===== config.mk =====
export PLATFORM = sky130hd
export DESIGN_NAME = half_precision_converter_flat
export DESIGN_NICKNAME = d
export VERILOG_FILES = /design/src/hw/rtl/hpc_pkg.sv /design/src/hw/rtl/hpc_req_if.sv /design/src/hw/rtl/hpc_rsp_if.sv /design/src/hw/rtl/half_precision_converter.sv /design/src/flat_wrapper.sv
export SDC_FILE = /design/constraint.sdc
export NUM_CORES = 1
export LEC_CHECK = 0
export ABC_AREA = 1
export BUFFER_PORTS_ARGS = -buffer_cell sky130_fd_sc_hd__buf_4
export CAP_MARGIN = 20
export CELL_PAD_IN_SITES_DETAIL_PLACEMENT = 1
export CELL_PAD_IN_SITES_GLOBAL_PLACEMENT = 2
export CORE_MARGIN = 3
export CORE_UTILIZATION = 36
export DETAILED_ROUTE_END_ITERATION = 16
export HOLD_SLACK_MARGIN = 0.08
export PLACE_DENSITY_LB_ADDON = 0.1
export SYNTH_ARGS = -nofsm -noshare
export SYNTH_HDL_FRONTEND = slang
export SYNTH_SLANG_ARGS = --single-unit

===== constraint.sdc =====
create_clock -name clk -period 8.9 [get_ports clk]
set_clock_uncertainty 0.05 [all_clocks]
set_input_delay 1.78 -clock clk [delete_from_list [all_inputs] [get_ports clk]]
set_output_delay 1.78 -clock clk [all_outputs]
set_load 0.05 [all_outputs]

===== src/hw/rtl/hpc_pkg.sv =====
// Package for the half precision converter: conversion kind codes and
// the special bit patterns for infinity and NaN. No dependencies.
`default_nettype none

package hpc_pkg;

	typedef enum logic [1:0] {
		KIND_S2H = 2'd0,
		KIND_D2H = 2'd1,
		KIND_H2S = 2'd2
	} kind_t;

	localparam logic [15:0] HALF_INF    = 16'h7c00;
	localparam logic [15:0] HALF_NAN    = 16'hffff;
	localparam logic [31:0] SINGLE_INF  = 32'h7f800000;
	localparam logic [31:0] SINGLE_NAN  = 32'hffffffff;
	localparam logic [9:0]  FRAC_MASK   = 10'h3ff;
	localparam logic [10:0] HIDDEN_BIT  = 11'h400;

endpackage

`default_nettype wire


===== src/hw/rtl/hpc_req_if.sv =====
// Request channel of the half precision converter: valid/ready plus the
// conversion kind and the source bit pattern. Depends on nothing.
`default_nettype none

interface hpc_req_if;
	logic        valid;
	logic        ready;
	logic [1:0]  kind;
	logic [63:0] operand_bits;

	modport source (output valid, output kind, output operand_bits, input ready);
	modport sink (input valid, input kind, input operand_bits, output ready);
endinterface

`default_nettype wire


===== src/hw/rtl/hpc_rsp_if.sv =====
// Response channel of the half precision converter: valid/ready plus the
// converted bit pattern and the out of range flag. Depends on nothing.
`default_nettype none

interface hpc_rsp_if;
	logic        valid;
	logic        ready;
	logic [31:0] result_bits;
	logic        out_of_range;

	modport source (output valid, output result_bits, output out_of_range, input ready);
	modport sink (input valid, input result_bits, input out_of_range, output ready);
endinterface

`default_nettype wire


===== src/hw/rtl/half_precision_converter.sv =====
// Half precision converter top level: single/double to half and half to single.
// Uses hpc_pkg, hpc_req_if and hpc_rsp_if.
//
// Usage:
//   req carries one item per valid/ready handshake: kind (0 single to half,
//   1 double to half, 2 half to single) and the right aligned source pattern.
//   rsp returns one item per request: result_bits (half in bits 15..0, or a
//   full single) and out_of_range, set with a zero result when the rounded
//   magnitude is above the half range.
//   Each request passes through the input register, loaded on acceptance,
//   and then the result register, which captures the conversion logic
//   (field unpack, round, leading one search for half subnormals).
//   Throughput is one item per cycle while rsp.ready is high; req.ready stays
//   high while rsp.ready is high or a pipeline slot is empty.
//   When rsp stalls, the result register holds its item and the input
//   register fills; req.ready then drops until rsp.ready returns.
//   Reset clears both valid bits; no item is in flight afterwards.
`default_nettype none

module half_precision_converter (
	input  wire logic clk,
	input  wire logic arst_n,
	hpc_req_if.sink   req,
	hpc_rsp_if.source rsp
);
	import hpc_pkg::*;

	logic        valid_s1;
	logic [1:0]  kind_s1;
	logic [63:0] operand_s1;
	logic        valid_s2;
	logic [31:0] result_s2;
	logic        oor_s2;

	logic        adv_s2;
	logic        adv_s1;
	logic [31:0] result_d;
	logic        oor_d;

	function automatic logic [16:0] narrow(input logic sign, input logic signed [12:0] e_in,
		input logic [9:0] top, input logic rbit);
		logic [11:0]        m;
		logic signed [12:0] e;
		logic signed [12:0] sh;
		logic [10:0]        ms;
		logic [4:0]         be;
		m  = {1'b0, HIDDEN_BIT | {1'b0, top}} + {11'd0, rbit};
		e  = e_in;
		ms = '0;
		be = '0;
		sh = '0;
		if (m[11]) begin
			m = m >> 1;
			e = e + 13'sd1;
		end
		if (e < -13'sd14) begin
			sh = -13'sd14 - e;
			if (sh <= 13'sd10) begin
				ms = m[10:0] >> sh[3:0];
			end
			narrow = {1'b0, sign, 5'd0, ms[9:0]};
		end else if (e > 13'sd15) begin
			narrow = {1'b1, 16'd0};
		end else begin
			be     = 5'(e + 13'sd15);
			narrow = {1'b0, sign, be, m[9:0] & FRAC_MASK};
		end
	endfunction

	function automatic logic [31:0] widen(input logic [15:0] h);
		logic       sign;
		logic [4:0] ex;
		logic [9:0] fr;
		logic [3:0] p;
		logic [3:0] k;
		logic [9:0] frn;
		logic [7:0] be;
		sign = h[15];
		ex   = h[14:10];
		fr   = h[9:0];
		p    = '0;
		for (int i = 0; i < 10; i++) begin
			if (fr[i]) begin
				p = 4'(i);
			end
		end
		k   = 4'd10 - p;
		frn = 10'(fr << k);
		be  = 8'(p) + 8'd103;
		if (ex == 5'h1f) begin
			widen = (fr == '0) ? (SINGLE_INF | {sign, 31'd0}) : SINGLE_NAN;
		end else if (ex == '0 && fr == '0) begin
			widen = {sign, 31'd0};
		end else if (ex == '0) begin
			widen = {sign, be, frn, 13'd0};
		end else begin
			widen = {sign, {3'd0, ex} + 8'd112, fr, 13'd0};
		end
	endfunction

	assign adv_s2    = !valid_s2 || rsp.ready;
	assign adv_s1    = !valid_s1 || adv_s2;
	assign req.ready = adv_s1;

	always_comb begin
		logic [16:0] nr;
		logic [7:0]  sex;
		logic [10:0] dex;
		nr       = '0;
		sex      = operand_s1[30:23];
		dex      = operand_s1[62:52];
		result_d = '0;
		oor_d    = 1'b0;
		case (kind_t'(kind_s1))
			KIND_S2H: begin
				nr = narrow(operand_s1[31], $signed({5'd0, sex}) - 13'sd127,
					operand_s1[22:13], operand_s1[12]);
				if (sex == 8'hff) begin
					result_d = {16'd0, (operand_s1[22:0] == '0) ?
						(HALF_INF | {operand_s1[31], 15'd0}) : HALF_NAN};
				end else if (sex == '0) begin
					result_d = {16'd0, operand_s1[31], 15'd0};
				end else begin
					result_d = {16'd0, nr[15:0]};
					oor_d    = nr[16];
				end
			end
			KIND_D2H: begin
				nr = narrow(operand_s1[63], $signed({2'd0, dex}) - 13'sd1023,
					operand_s1[51:42], operand_s1[41]);
				if (dex == 11'h7ff) begin
					result_d = {16'd0, (operand_s1[51:0] == '0) ?
						(HALF_INF | {operand_s1[63], 15'd0}) : HALF_NAN};
				end else if (dex == '0) begin
					result_d = {16'd0, operand_s1[63], 15'd0};
				end else begin
					result_d = {16'd0, nr[15:0]};
					oor_d    = nr[16];
				end
			end
			KIND_H2S: begin
				result_d = widen(operand_s1[15:0]);
			end
			default: begin
				result_d = '0;
				oor_d    = 1'b0;
			end
		endcase
	end

	always_ff @(posedge clk or negedge arst_n) begin
		if (!arst_n) begin
			valid_s1 <= 1'b0;
			valid_s2 <= 1'b0;
		end else begin
			if (adv_s1) begin
				valid_s1 <= req.valid;
			end
			if (adv_s2) begin
				valid_s2 <= valid_s1;
			end
		end
	end

	always_ff @(posedge clk) begin
		if (adv_s1 && req.valid) begin
			kind_s1    <= req.kind;
			operand_s1 <= req.operand_bits;
		end
		if (adv_s2 && valid_s1) begin
			result_s2 <= result_d;
			oor_s2    <= oor_d;
		end
	end

	assign rsp.valid        = valid_s2;
	assign rsp.result_bits  = result_s2;
	assign rsp.out_of_range = oor_s2;

	a_oor_zero: assert property (@(posedge clk) disable iff (!arst_n)
		valid_s2 && oor_s2 |-> result_s2 == '0)
		else $error("out of range item carries a nonzero result");

	a_accept_fills: assert property (@(posedge clk) disable iff (!arst_n)
		req.valid && req.ready |=> valid_s1)
		else $error("accepted item missing from input register");

	a_s1_hold: assert property (@(posedge clk) disable iff (!arst_n)
		valid_s1 && !adv_s2 |=> valid_s1 && $stable(operand_s1) && $stable(kind_s1))
		else $error("input register lost a stalled item");

	a_narrow_half: assert property (@(posedge clk) disable iff (!arst_n)
		valid_s1 && adv_s2 && kind_s1 != KIND_H2S |=> result_s2[31:16] == '0)
		else $error("narrowed result has upper bits set");

endmodule

`default_nettype wire


===== src/flat_wrapper.sv =====
// flat-port wrapper written by rule: the top's interface ports become plain ports
module half_precision_converter_flat import hpc_pkg::*;
  (clk, arst_n, req_valid, req_kind, req_operand_bits, req_ready, rsp_valid, rsp_result_bits, rsp_out_of_range, rsp_ready);
  hpc_req_if req_i ();
  hpc_rsp_if rsp_i ();
  input  wire logic clk;
  input  wire logic arst_n;
  input wire logic [$bits(req_i.valid)-1:0] req_valid;
  input wire logic [$bits(req_i.kind)-1:0] req_kind;
  input wire logic [$bits(req_i.operand_bits)-1:0] req_operand_bits;
  output wire logic [$bits(req_i.ready)-1:0] req_ready;
  output wire logic [$bits(rsp_i.valid)-1:0] rsp_valid;
  output wire logic [$bits(rsp_i.result_bits)-1:0] rsp_result_bits;
  output wire logic [$bits(rsp_i.out_of_range)-1:0] rsp_out_of_range;
  input wire logic [$bits(rsp_i.ready)-1:0] rsp_ready;
  assign req_i.valid = req_valid;
  assign req_i.kind = req_kind;
  assign req_i.operand_bits = req_operand_bits;
  assign req_ready = req_i.ready;
  assign rsp_valid = rsp_i.valid;
  assign rsp_result_bits = rsp_i.result_bits;
  assign rsp_out_of_range = rsp_i.out_of_range;
  assign rsp_i.ready = rsp_ready;
  half_precision_converter u_core (.clk(clk), .arst_n(arst_n), .req(req_i), .rsp(rsp_i));
endmodule

==> results of run 1 <==
-- power breakdown --
group          internal, mW  switching [mW]  total, mW
Sequential            0.569          0.0317      0.600
Clock                 0.223           0.190      0.414
Combinational         0.144           0.314      0.458
-- through the flow --
| stage | hold WS, ps | utilization (%) | area [um^2] |
|---|---|---|---|
| floorplan | 397 | - | 7980 |
| global route | 517 | 43.5 | 9320 |
| CTS | 484 | 43.4 | 9300 |
| detailed placement | 467 | 42.0 | 8990 |
| finish | 499 | 43.5 | 9320 |
| global placement | 457 | 42.0 | 8990 |
-- cell usage after synthesis (2+ instances only) --
cell type | count | area [um^2]
sky130_fd_sc_hd__a31oi_1 | 7 | 43.8
sky130_fd_sc_hd__buf_1 | 2 | 7.51
sky130_fd_sc_hd__inv_2 | 15 | 56.3
sky130_fd_sc_hd__nor3_2 | 2 | 20.0
sky130_fd_sc_hd__xor2_1 | 17 | 149
sky130_fd_sc_hd__buf_4 | 5 | 37.5
sky130_fd_sc_hd__nand4_1 | 19 | 119
sky130_fd_sc_hd__o21ai_1 | 16 | 80.1
sky130_fd_sc_hd__buf_2 | 6 | 30.0
sky130_fd_sc_hd__a21oi_1 | 54 | 270
sky130_fd_sc_hd__o211ai_1 | 9 | 67.6
sky130_fd_sc_hd__o21a_1 | 3 | 22.5
sky130_fd_sc_hd__nand3_1 | 127 | 636
sky130_fd_sc_hd__nand2_4 | 7 | 78.8
sky130_fd_sc_hd__nor4_1 | 5 | 31.3
sky130_fd_sc_hd__nor2_2 | 10 | 62.6
sky130_fd_sc_hd__o21bai_1 | 4 | 30.0
sky130_fd_sc_hd__xnor2_1 | 4 | 35.0
sky130_fd_sc_hd__clkinv_1 | 4 | 15.0
sky130_fd_sc_hd__nor2_8 | 2 | 40.0
sky130_fd_sc_hd__o21ai_2 | 3 | 26.3
sky130_fd_sc_hd__clkbuf_1 | 5 | 18.8
sky130_fd_sc_hd__nand3_4 | 3 | 52.6
sky130_fd_sc_hd__edfxtp_1 | 98 | 2940
sky130_fd_sc_hd__o2111ai_1 | 2 | 17.5
sky130_fd_sc_hd__o21ai_0 | 53 | 265
sky130_fd_sc_hd__ha_1 | 26 | 325
sky130_fd_sc_hd__or4_1 | 2 | 15.0
sky130_fd_sc_hd__nand3b_1 | 10 | 75.1
sky130_fd_sc_hd__nand3_2 | 7 | 70.1
sky130_fd_sc_hd__nor2_4 | 9 | 101
sky130_fd_sc_hd__buf_6 | 2 | 22.5
sky130_fd_sc_hd__nor3_1 | 8 | 40.0
sky130_fd_sc_hd__o22ai_1 | 7 | 43.8
sky130_fd_sc_hd__inv_1 | 130 | 488
sky130_fd_sc_hd__nand2_2 | 15 | 93.8
sky130_fd_sc_hd__dfrtp_1 | 2 | 50.1
sky130_fd_sc_hd__nor2_1 | 83 | 312
sky130_fd_sc_hd__or2_2 | 2 | 12.5
sky130_fd_sc_hd__nand2_1 | 286 | 1070
-- cell families (layout without fill, tap and decap cells) --
group | after synthesis | count (layout) | share of synthesized area [%]
AO/OA/AOI/OAI | 162 | 162 | 11.3
multiplexers | 1 | 1 | 0.125
AND/OR/NAND/NOR | 599 | 599 | 35.9
buffers and inverters | 171 | 272 | 8.74
flip-flops | 100 | 100 | 37.5
adder cells (fa/ha/maj) | 26 | 26 | 4.08
XOR/XNOR | 21 | 21 | 2.31
-- critical path, cell delays in order --
cell	delay, ps
sky130_fd_sc_hd__buf_4	100
sky130_fd_sc_hd__inv_1	120
sky130_fd_sc_hd__nand3_1	130
sky130_fd_sc_hd__buf_4	220
-- area by class of cell --
| type | count | area, um^2 |
|---|---|---|
| clock buffer | 9 | 225 |
| sequential | 100 | 2990 |
| fill | 2707 | 12100 |
| multi-input combinational | 809 | 4300 |
| tap | 275 | 344 |
| timing repair buffer | 106 | 808 |
| inverter | 150 | 566 |
| clock inverter | 7 | 81.3 |
-- sequential cells by signal, summed over array words and instances (netlist names) --
signal                   count
u_core.kind_s1               2
u_core.operand_s1           64
u_core.rsp.out_of_range      1
u_core.rsp.result_bits      31
u_core.rsp.valid             1
u_core.valid_s1              1
-- metal layers --
| metal | track usage [%] | wire length [um] |
|---|---|---|
| met5 | 0 | 0 |
| met4 | 4.21 | 275 |
| met3 | 3.34 | 969 |
| met2 | 32.6 | 11100 |
| met1 | 28.1 | 11500 |
-- how the worst max path moves through the flow --
stage | start | cells after the start | end
global placement | rsp_ready | 4 | req_ready
floorplan | rsp_ready | 4 | u_core.kind_s1[0]$_DFFE_PP_
finish | rsp_ready | 4 | req_ready
CTS | rsp_ready | 4 | req_ready
detailed placement | rsp_ready | 4 | req_ready
global route | u_core.operand_s1[12]$_DFFE_PP_ | 20 | u_core.rsp.result_bits[1]$_DFFE_PP_
==> results.md, run 1 <==
- The run finished with clean final reports.
- The pin count of the biggest net entering global routing is 41.
- The setup TNS is 0 ps.
- The final layout contains routed wiring with a total length of between 20000 and 25000 um.
- In the synthesized netlist the async set-or-reset flop fraction comes to 2.00%.
- In this run the horizontal extent of the chip is 155 um.
- Leaving out fill and tap cells, the most frequent cell in the layout is sky130_fd_sc_hd__nand2_1.
- The post-placement setup slack is 4710 ps.
- The via count of the first global-routing pass is 7430.
- The number of gates given a new drive strength after cts is 0.
- The count of boundary I/O pins is roughly 110.
- The via count is roughly 7400.
- For this run, the number of Yosys warnings is 0.
- The count of endpoints failing setup in the final report is 0.
- Counting instances, the worst hold path has a depth of 2.
- Leaving out filler cells and counting taps, the final layout contains 1456.
- The global-route usage over all layers is ~20%.
- The share of the yosys chip area belonging to registers is 37.5%.
- The number of antenna violations at the first check in global routing is 0.
- In this run the number of H-tree levels came out at 3.
- In this run the worst path has a maximum fanout of 3.
- The root buffer cell chosen for the clock tree is sky130_fd_sc_hd__clkbuf_16.
- For this run, the post-layout net count is 1272.
- Measured against its own limit, the worst slew margin works out to 45.8%.
- The reg-to-reg startpoint is u_core.operand_s1[12]$_DFFE_PP_.
- The primary flip-flop cell chosen by synthesis mapping is sky130_fd_sc_hd__edfxtp_1.
- The number of hold-repair buffers added at the cts stage is 0.
- The synthesized netlist occupies a cell area of between 7000 and 8000 um^2.
- The sink count of the clock tree is 100.
- The endpoint identified for the worst register-to-register timing path is u_core.rsp.result_bits[1]$_DFFE_PP_.
- The critical path startpoint category is a primary input.
- The global placement routability congestion is 0.848.
- For hold timing, the worst endpoint is u_core.rsp.valid$_DFFE_PN0P_.
- The final critical-path required period is between 4000 and 5000 ps.
- The total overflow left after global routing is 0.
- From synthesis to final layout, the design area changed by 16.8%.
- Synthesis produced a netlist whose cell count is 1080.
- The worst path arrival time is 2360 ps.
- Counting flops and latches in the post-synthesis netlist gives 100.
- The power density of the placed cells is 158 nW/um^2.
- The number of placed cells counting well taps is 1439.
- Once the floorplan was initialized, standard cells occupied a little under two fifths of the core.
- The slew at the pin closest to its max-slew limit is just over 800 ps.
- The kind of critical path is in2out.
- The startpoint of the tightest hold check path is u_core.valid_s1$_DFFE_PN0N_.
- The wire length of the first global-routing pass is between 30000 and 40000 um.
- For the worst setup path, the data required time is 7070 ps.
- The clock passes through at most 2 buffers.
- The die span in y is 155 um.
- The final total power is between 1 and 1.5 mW.
- The worst hold path belongs to the class reg2reg.
- Buffers inserted during clock tree synthesis total 9.
- The total die area is between 20000 and 25000 um^2.
- The estimated wirelength of the detail-placed design is 19300 um.
- Setup slack on the worst reg-to-reg path comes out at 5020 ps.
- Dividing the detail-routed via count by the number of cells gives approximately 5.1.
- The clock transition at the register clock pins on the worst setup and hold paths after CTS is 70 ps.
- The average size of a mapped cell is 7.39 um^2.
- TritonCTS built the clock tree.
- Static timing analysis puts the maximum clock frequency at approximately 240 MHz.
- The detailed router finished its first iteration with 320 violations.
- For this run, design rule violations remaining after detail routing come to 0.
- The antenna diode count is 0.
- The largest voltage drop on the vdd net is around 0.000086 V.
- The final-report max-slew violation count is 0.
- The total number of placement rows is 53.
- The static power due to leakage is around 4.3 nW.
- Setup repair after global routing left no endpoint under its margin.
- The average routed wire per standard cell is 16.3 um.
- In the layout the commonest cells are sky130_fd_sc_hd__nand2_1, sky130_fd_sc_hd__inv_1, sky130_fd_sc_hd__nand3_1, sky130_fd_sc_hd__buf_4, sky130_fd_sc_hd__edfxtp_1.
- The number of setup buffers added after CTS is 0.
- The area inside the core boundary is 21400 um^2.
- Input and output buffers added on the ports amount to 104.
- The insertion delay to the later sink of the worst-skew pair is 350 ps.
- The number of different library cells used by synthesis comes to 49.
- The number of synthesized flops with an enable pin is 98.
- The max-cap check violation count is 0.
- The fraction of layout instances using a drive strength above 1 is 17.1%.
- The detail route stage leaves a number of antenna-violating nets equal to 0.
- The net count of the mapped netlist is ~1200.
- Measured in cells, the most critical reg-to-reg path has a length of 22.
- The final hold violation count is 0.
- Once routing completed, OpenROAD measured the worst setup slack at roughly 4700 ps.
- The final clock period utilization by the worst path is around 47%.
- The worst setup path is captured at a primary output.
- For this run, the detailed router's first-pass iteration total came to 4.
Power figures use the tool's default switching activity.
==> run 2, diff against run 1 <==
Settings changed: CORE_UTILIZATION 36 to 31.
Clock period 8.9 ns to 3.8 ns, I/O delays scaled along.
==> results.md, run 2 (synthesis results as in run 1) <==
- The run finished with clean final reports.
- The average routed wire per standard cell is 16.6 um (+1.6%).
- Leaving out fill and tap cells, the most frequent cells in the layout are sky130_fd_sc_hd__nand2_1, sky130_fd_sc_hd__inv_1, sky130_fd_sc_hd__nand3_1, sky130_fd_sc_hd__buf_4, sky130_fd_sc_hd__edfxtp_1.
- The static power due to leakage was 4.34 nW (+1.6%).
- The count of boundary I/O pins came to 105 (unchanged).
- The routing usage on met2 came to 30.6% (-1.9 points).
- The kind of critical path is reg2reg.
- After global routing, the most crowded layer is met2.
- The data required time of the critical path came to 3850 ps (-3220 ps).
- The synthesis-to-layout area growth is 19.0%.
- The insertion delay to the later sink of the worst-skew pair is 350 ps (about the same).
- The global route total overflow is 0 (unchanged).
- The root buffer cell is sky130_fd_sc_hd__clkbuf_16.
- The global-route usage over all layers is 18.2% (-1.7 points).
- The power density of the placed cells is 363 nW/um^2 (+130%).
- The max-cap check violation count came to 0 (unchanged).
- The remaining max-slew budget at the tightest pin is 53.8% (+8.1 points).
- The final clock period utilization by the worst path is 90.9%.
- The number of hold-repair buffers added at the cts stage is 0 (unchanged).
- The number of remaining DRC errors was 0 (unchanged).
- The setup TNS was 0 ps (unchanged).
- The final-report max-slew violation count was 0 (unchanged).
- The number of H-tree levels was 3 (unchanged).
- The via count is 7479 (+1.6%).
- More flip-flops sit in one register than any other, and that register is u_core.operand_s1.
- The total number of placement rows was 58 (+9.4%).
- The largest voltage drop on the vdd net came to 0.000210 V (+140%).
- TritonCTS built the clock tree.
- The effective utilization at floorplan is 31.6% (-5.7 points).
- The met3 track demand over resource in global routing is 2.54% (-0.80 points).
- The maximum clock frequency is slightly below 300 MHz.
- The fraction of layout instances using a drive strength above 1 is 18.2% (+1.1 points).
- The sink count of the clock tree is 100 (unchanged).
- The total die area is 27700 um^2 (+15%).
- The via count of the first global-routing pass is 7715 (+3.8%).
- The post-placement setup slack is 237 ps (-4480 ps).
- The path class of the tightest hold or removal check is in2async.
- The final hold violation count is 0 (unchanged).
- The global placement routability congestion is 0.841 (-0.87%).
- The clock transition at the register clock pins on the worst setup and hold paths after CTS is 80 ps (about the same).
- The final worst-path setup slack is 345 ps (-4370 ps).
- STA classifies the critical path endpoint as a flip-flop.
- The met1 routing resource usage after global routing is 25.5% (-2.5 points).
- The maximum fanout along the worst path came to 11 (+8).
- The count of buffers from port buffering is 104 (unchanged).
- Leaving out fill and tap cells, the most frequent cell in the layout is sky130_fd_sc_hd__nand2_1.
- The CTS buffer count is 9 (unchanged).
- The estimated wirelength of the detail-placed design is 20500 um (+6.1%).
- The number of vias per cell is 4.91 (-3.0%).
- The number of antenna violations at the first check in global routing is 0 (unchanged).
- The worst path arrival time is 3510 ps (+1150 ps).
- The final-stage net count is 1285 (+1.0%).
- The final antenna-violating net count was 0 (unchanged).
- The count of routing violations after the opening detailed-route iteration came to 412 (+29%).
- The pin count of the biggest net entering global routing is 41 (unchanged).
- The final wirelength is 25300 um (+6.3%).
- The antenna diode count was 0 (unchanged).
- Setup repair after global routing left no endpoint under its margin.
- The worst path in the final design needs a cycle of between 3000 and 4000 ps, including I/O delays and setup.
- The flip-flop count of the largest register after layout is 64 (unchanged).
- The slew at the pin closest to its max-slew limit is 691 ps (-116 ps).
- The die span in y is 166 um (+7.5%).
- The width of the chip is 166 um (+7.5%).
- The largest buffer count on any clock path is 2 (unchanged).
- The wire length of the first global-routing pass is 41300 um (+6.3%).
- The area inside the core boundary is 25300 um^2 (+18%).
- The count of endpoints failing setup in the final report is 0 (unchanged).
- STA classifies the critical path startpoint as a flip-flop.
- The first-pass iteration count of the detailed router is 4 (unchanged).
==> run 2: worst max-delay path, stage by stage, from the launching register on <==
cell,delay (ps)
sky130_fd_sc_hd__edfxtp_1,400
sky130_fd_sc_hd__ha_1,190
sky130_fd_sc_hd__nand2_1,120
sky130_fd_sc_hd__nor2_4,200
sky130_fd_sc_hd__nand3_4,170
sky130_fd_sc_hd__inv_4,160
sky130_fd_sc_hd__nand2_1,160
sky130_fd_sc_hd__xor2_2,230
sky130_fd_sc_hd__inv_1,120
sky130_fd_sc_hd__ha_1,300
sky130_fd_sc_hd__or2_2,280
sky130_fd_sc_hd__nand3_1,80
sky130_fd_sc_hd__nand3_1,60
sky130_fd_sc_hd__nand2_1,60
sky130_fd_sc_hd__nor2_1,40
sky130_fd_sc_hd__nand2_1,60
sky130_fd_sc_hd__nand2_2,120
sky130_fd_sc_hd__nand2_1,100
sky130_fd_sc_hd__nand2_1,50
sky130_fd_sc_hd__nand2_1,50
sky130_fd_sc_hd__nand2_1,40
sky130_fd_sc_hd__nand2_1,70
sky130_fd_sc_hd__nand3_1,70
==> run 2: where the power goes <==
| part | switching (mW) | leakage [nW] | total, mW | internal (mW) |
|---|---|---|---|---|
| Sequential | 0.0740 | 0.975 | 1.41 | 1.33 |
| Clock | 0.476 | 0.145 | 0.938 | 0.462 |
| Combinational | 0.751 | 3.22 | 1.10 | 0.353 |
==> run 2: path summary, 6_finish.rpt <==
kind	start	endpoint	slack, ps	cells past startpoint
hold reg to reg	u_core.valid_s1$_DFFE_PN0N_	u_core.rsp.valid$_DFFE_PN0P_	470	2
setup / recovery	u_core.operand_s1[12]$_DFFE_PP_	u_core.rsp.result_bits[1]$_DFFE_PP_	350	22
max in group asynchronous	arst_n	u_core.valid_s1$_DFFE_PN0N_	3480	1
min in group clk	u_core.valid_s1$_DFFE_PN0N_	u_core.rsp.valid$_DFFE_PN0P_	470	2
setup reg to reg	u_core.operand_s1[12]$_DFFE_PP_	u_core.rsp.result_bits[1]$_DFFE_PP_	350	22
hold / removal	arst_n	u_core.rsp.valid$_DFFE_PN0P_	130	1
==> run 2: layout make-up <==
type / instances / area [um^2]
clock inverter: 7 / 67.6
fill: 3178 / 15800
sequential: 100 / 2990
tap: 330 / 413
timing repair buffer: 119 / 918
clock buffer: 9 / 225
inverter: 150 / 568
multi-input combinational: 809 / 4310
==> run 2: repair_timing <==
item                       in CTS  in global routing
setup endpoints to repair       0                 11
setup buffers                   0                  0
resized for setup               0                  3
==> run 2: metrics by stage <==
step | util [%] | std cells | cell area (um^2) | hold WS [ps] | power [mW]
6_report | 37.6 | 1524 | 9500 | 135 | 3.45
5_1_grt | 37.6 | 1524 | 9500 | 115 | 3.69
4_1_cts | 37.5 | 1523 | 9460 | 117 | 3.49
3_5_place_dp | 36.3 | 1507 | 9170 | 462 | 2.53
3_3_place_gp | 36.3 | 1507 | 9170 | 447 | 2.53
2_1_floorplan | - | 1080 | 7980 | 397 | 2.17
==> run 2: metal layers <==
layer | wire, um | part of all wire [%] | vias to the layer above
met5 | 0 | 0 | -
met4 | 184 | 0.73 | 0
met3 | 742 | 2.9 | 13
met2 | 12000 | 47 | 102
met1 | 12400 | 49 | 3537
li1 | - | - | 3827
==> run 3, diff against run 2 <==
Settings changed: CAP_MARGIN 20 to unset, CORE_UTILIZATION 31 to 34.
Clock period 3.8 ns to 3.3 ns, I/O delays scaled along.
==> results.md, run 3 (synthesis results as in run 1) <==
- The run finished with clean final reports.
- The filler cell count came to 2870 (-9.7%).
- The largest voltage drop on the vdd net is 0.000208 V (-0.82%).
- The worst path arrival time came to 3100 ps (-410 ps).
- The number of H-tree levels is 3 (unchanged).
- The critical path depth in cells is 19 (-14%).
- The remaining max-slew budget at the tightest pin is 55.5% (+1.7 points).
- The global placement routability congestion is 0.879 (+4.6%).
- In this design, the critical path's most frequently occurring cell is sky130_fd_sc_hd__nand2_1.
- The power density of the placed cells is 411 nW/um^2 (+13%).
- The area taken by flip-flops and latches is 2990 um^2 (unchanged).
- The standard cell area after detailed placement was 9310 um^2 (+1.5%).
- The total number of placement rows is 55 (-5.2%).
- Setup repair after global routing could not meet its margin everywhere.
- The count of buffer and inverter cells on the critical path is 2 (unchanged).
- The width of the chip came to 159 um (-4.4%).
- The critical-path cell with the highest stage delay is sky130_fd_sc_hd__edfxtp_1.
- The global-route usage over all layers is 19.6% (+1.4 points).
- The largest register by flop count is u_core.operand_s1.
- The antenna diode count is 0 (unchanged).
- The root buffer cell is sky130_fd_sc_hd__clkbuf_16.
- The via count is 7670 (+2.6%).
- The number of remaining DRC errors is 0 (unchanged).
- The final antenna-violating net count is 0 (unchanged).
- The post-placement setup slack is 153 ps (-83.9 ps).
- The synthesis-to-layout area growth is 23.3%.
- The estimated wirelength of the detail-placed design is 20500 um (about the same).
- In the layout the commonest cells are sky130_fd_sc_hd__nand2_1, sky130_fd_sc_hd__buf_4, sky130_fd_sc_hd__inv_1, sky130_fd_sc_hd__nand3_1, sky130_fd_sc_hd__edfxtp_1.
- The maximum clock frequency came to 328 MHz (+13%).
- The library cell used most frequently in the layout, excluding fill and tap cells, is sky130_fd_sc_hd__nand2_1.
- The maximum fanout along the worst path is 10 (-1).
- The CTS buffer count came to 9 (unchanged).
- The total die area is 25300 um^2 (-8.5%).
- The sort of element at the end of the critical path is a flip-flop.
- The average routed wire per standard cell is 16.4 um (-1.3%).
- The final design area excluding fillers is 9840 um^2 (+3.6%).
- Among cell families on the critical path, the largest total delay comes from simple AND/OR/NAND/NOR gates.
- The largest buffer count on any clock path is 2 (unchanged).
- The slew at the pin closest to its max-slew limit came to 665 ps (-25.4 ps).
- The die span in y is 159 um (-4.4%).
- The first-pass iteration count of the detailed router is 6 (+2).
- The effective utilization at floorplan was 34.9% (+3.3 points).
- The global route total overflow is 0 (unchanged).
- The final critical-path required period was 3040 ps (-411 ps).
- The total area of multi-input combinational cells is 4400 um^2 (+2.0%).
- The count of buffers from port buffering was 104 (unchanged).
- The final worst-path setup slack is 256 ps (-89.5 ps).
- The sink count of the clock tree came to 100 (unchanged).
- The final total power is 4.04 mW (+17%).
- The count of boundary I/O pins came to 105 (unchanged).
- The count of endpoints failing setup in the final report is 0 (unchanged).
- TritonCTS built the clock tree.
- The data required time of the critical path is 3350 ps (-500 ps).
- The non-filler instance count after layout is 1545 (+1.4%).
- The setup TNS is 0 ps (unchanged).
- The via count of the first global-routing pass is 7649 (-0.86%).
- The insertion delay to the later sink of the worst-skew pair is 350 ps (about the same).
- The flip-flop count of the largest register after layout is 64 (unchanged).
- The number of placed cells counting well taps is 1511 (+0.27%).
- The highest cell delay on the worst timing path is 360 ps (-40 ps).
- The number of vias per cell came to 4.96 (+1.2%).
- The fraction of layout instances using a drive strength above 1 came to 21.8% (+3.7 points).
- The area inside the core boundary is 22800 um^2 (-9.5%).
- The final hold violation count came to 0 (unchanged).
- The count of routing violations after the opening detailed-route iteration came to 368 (-11%).
- The final wirelength is 25300 um (about the same).
- The clock transition at the register clock pins on the worst setup and hold paths after CTS is 80 ps (about the same).
- The critical path goes through ha_1 > nand2_1 > nor2_8 > nand2_4 > nor2_8 > nand2_2 > xor2_2 > inv_1 > ha_1 > inv_1 > nand3_1 > nand3_1 > nor2_2 > a31oi_1 > nand2_4 > nand2_1 > nand2_1 > nand2_1 > nand3_1.
- The final-stage net count is 1323 (+3.0%).
- The worst hold slack across all endpoints is 424 ps (+290 ps).
- The kind of path behind the tightest hold check is in2reg.
- The critical path is of the reg2reg type.
- The max-cap check violation count is 0 (unchanged).
- The final clock period utilization by the worst path came to 92.3% (+1.3 points).
- The static power due to leakage was 4.51 nW (+4.0%).
- The worst reg2reg path depth is 19 (-14%).
- The core utilization of the finished layout was 43.1% (+5.4 points).
- The number of antenna violations at the first check in global routing is 0 (unchanged).
- The wire length of the first global-routing pass is 40300 um (-2.5%).
- The critical path startpoint category is a flip-flop.
- The final-report max-slew violation count is 0 (unchanged).
- The pin count of the biggest net entering global routing was 44 (+7.3%).
- The number of cells traversed by the worst hold path is 1.
-- run 3: path summary, 6_finish.rpt --
check	start	end	slack, ps
max	u_core.operand_s1[42]$_DFFE_PP_	u_core.rsp.result_bits[2]$_DFFE_PP_	260
min	req_operand_bits[9]	u_core.operand_s1[9]$_DFFE_PP_	420
max reg2reg	u_core.operand_s1[42]$_DFFE_PP_	u_core.rsp.result_bits[2]$_DFFE_PP_	260
min reg2reg	u_core.valid_s1$_DFFE_PN0N_	u_core.rsp.valid$_DFFE_PN0P_	470
max in group asynchronous	arst_n	u_core.valid_s1$_DFFE_PN0N_	2540
min in group asynchronous	arst_n	u_core.rsp.valid$_DFFE_PN0P_	570
-- run 3: per-layer routing --
metal | vias to the layer above | wire (um) | track usage [%]
li1 | 3914 | - | -
met1 | 3652 | 12200 | 26.9
met5 | - | 0 | 0
met4 | 0 | 257 | 3.74
met2 | 87 | 12300 | 33.5
met3 | 17 | 531 | 2.55
-- run 3: where the power goes --
part           total, mW  internal [mW]  switching, mW
Combinational       1.36          0.463          0.896
Clock               1.07          0.545          0.524
Sequential          1.61           1.53         0.0788
Total               4.04           2.54           1.50
-- run 3: what timing repair did --
item	CTS	global route
resized for setup	0	22
hold endpoints to repair	2	0
endpoints found under the setup margin	0	15
setup buffers	0	16
hold buffers	1	0
-- run 3: final cells by class --
class / count / area share [%]
Multi-Input combinational cell: 810 / 44.7
Sequential cell: 100 / 30.4
Timing Repair Buffer: 156 / 12.1
Inverter: 150 / 5.83
Tap cell: 313 / 3.98
Clock buffer: 11 / 2.47
Clock inverter: 5 / 0.433
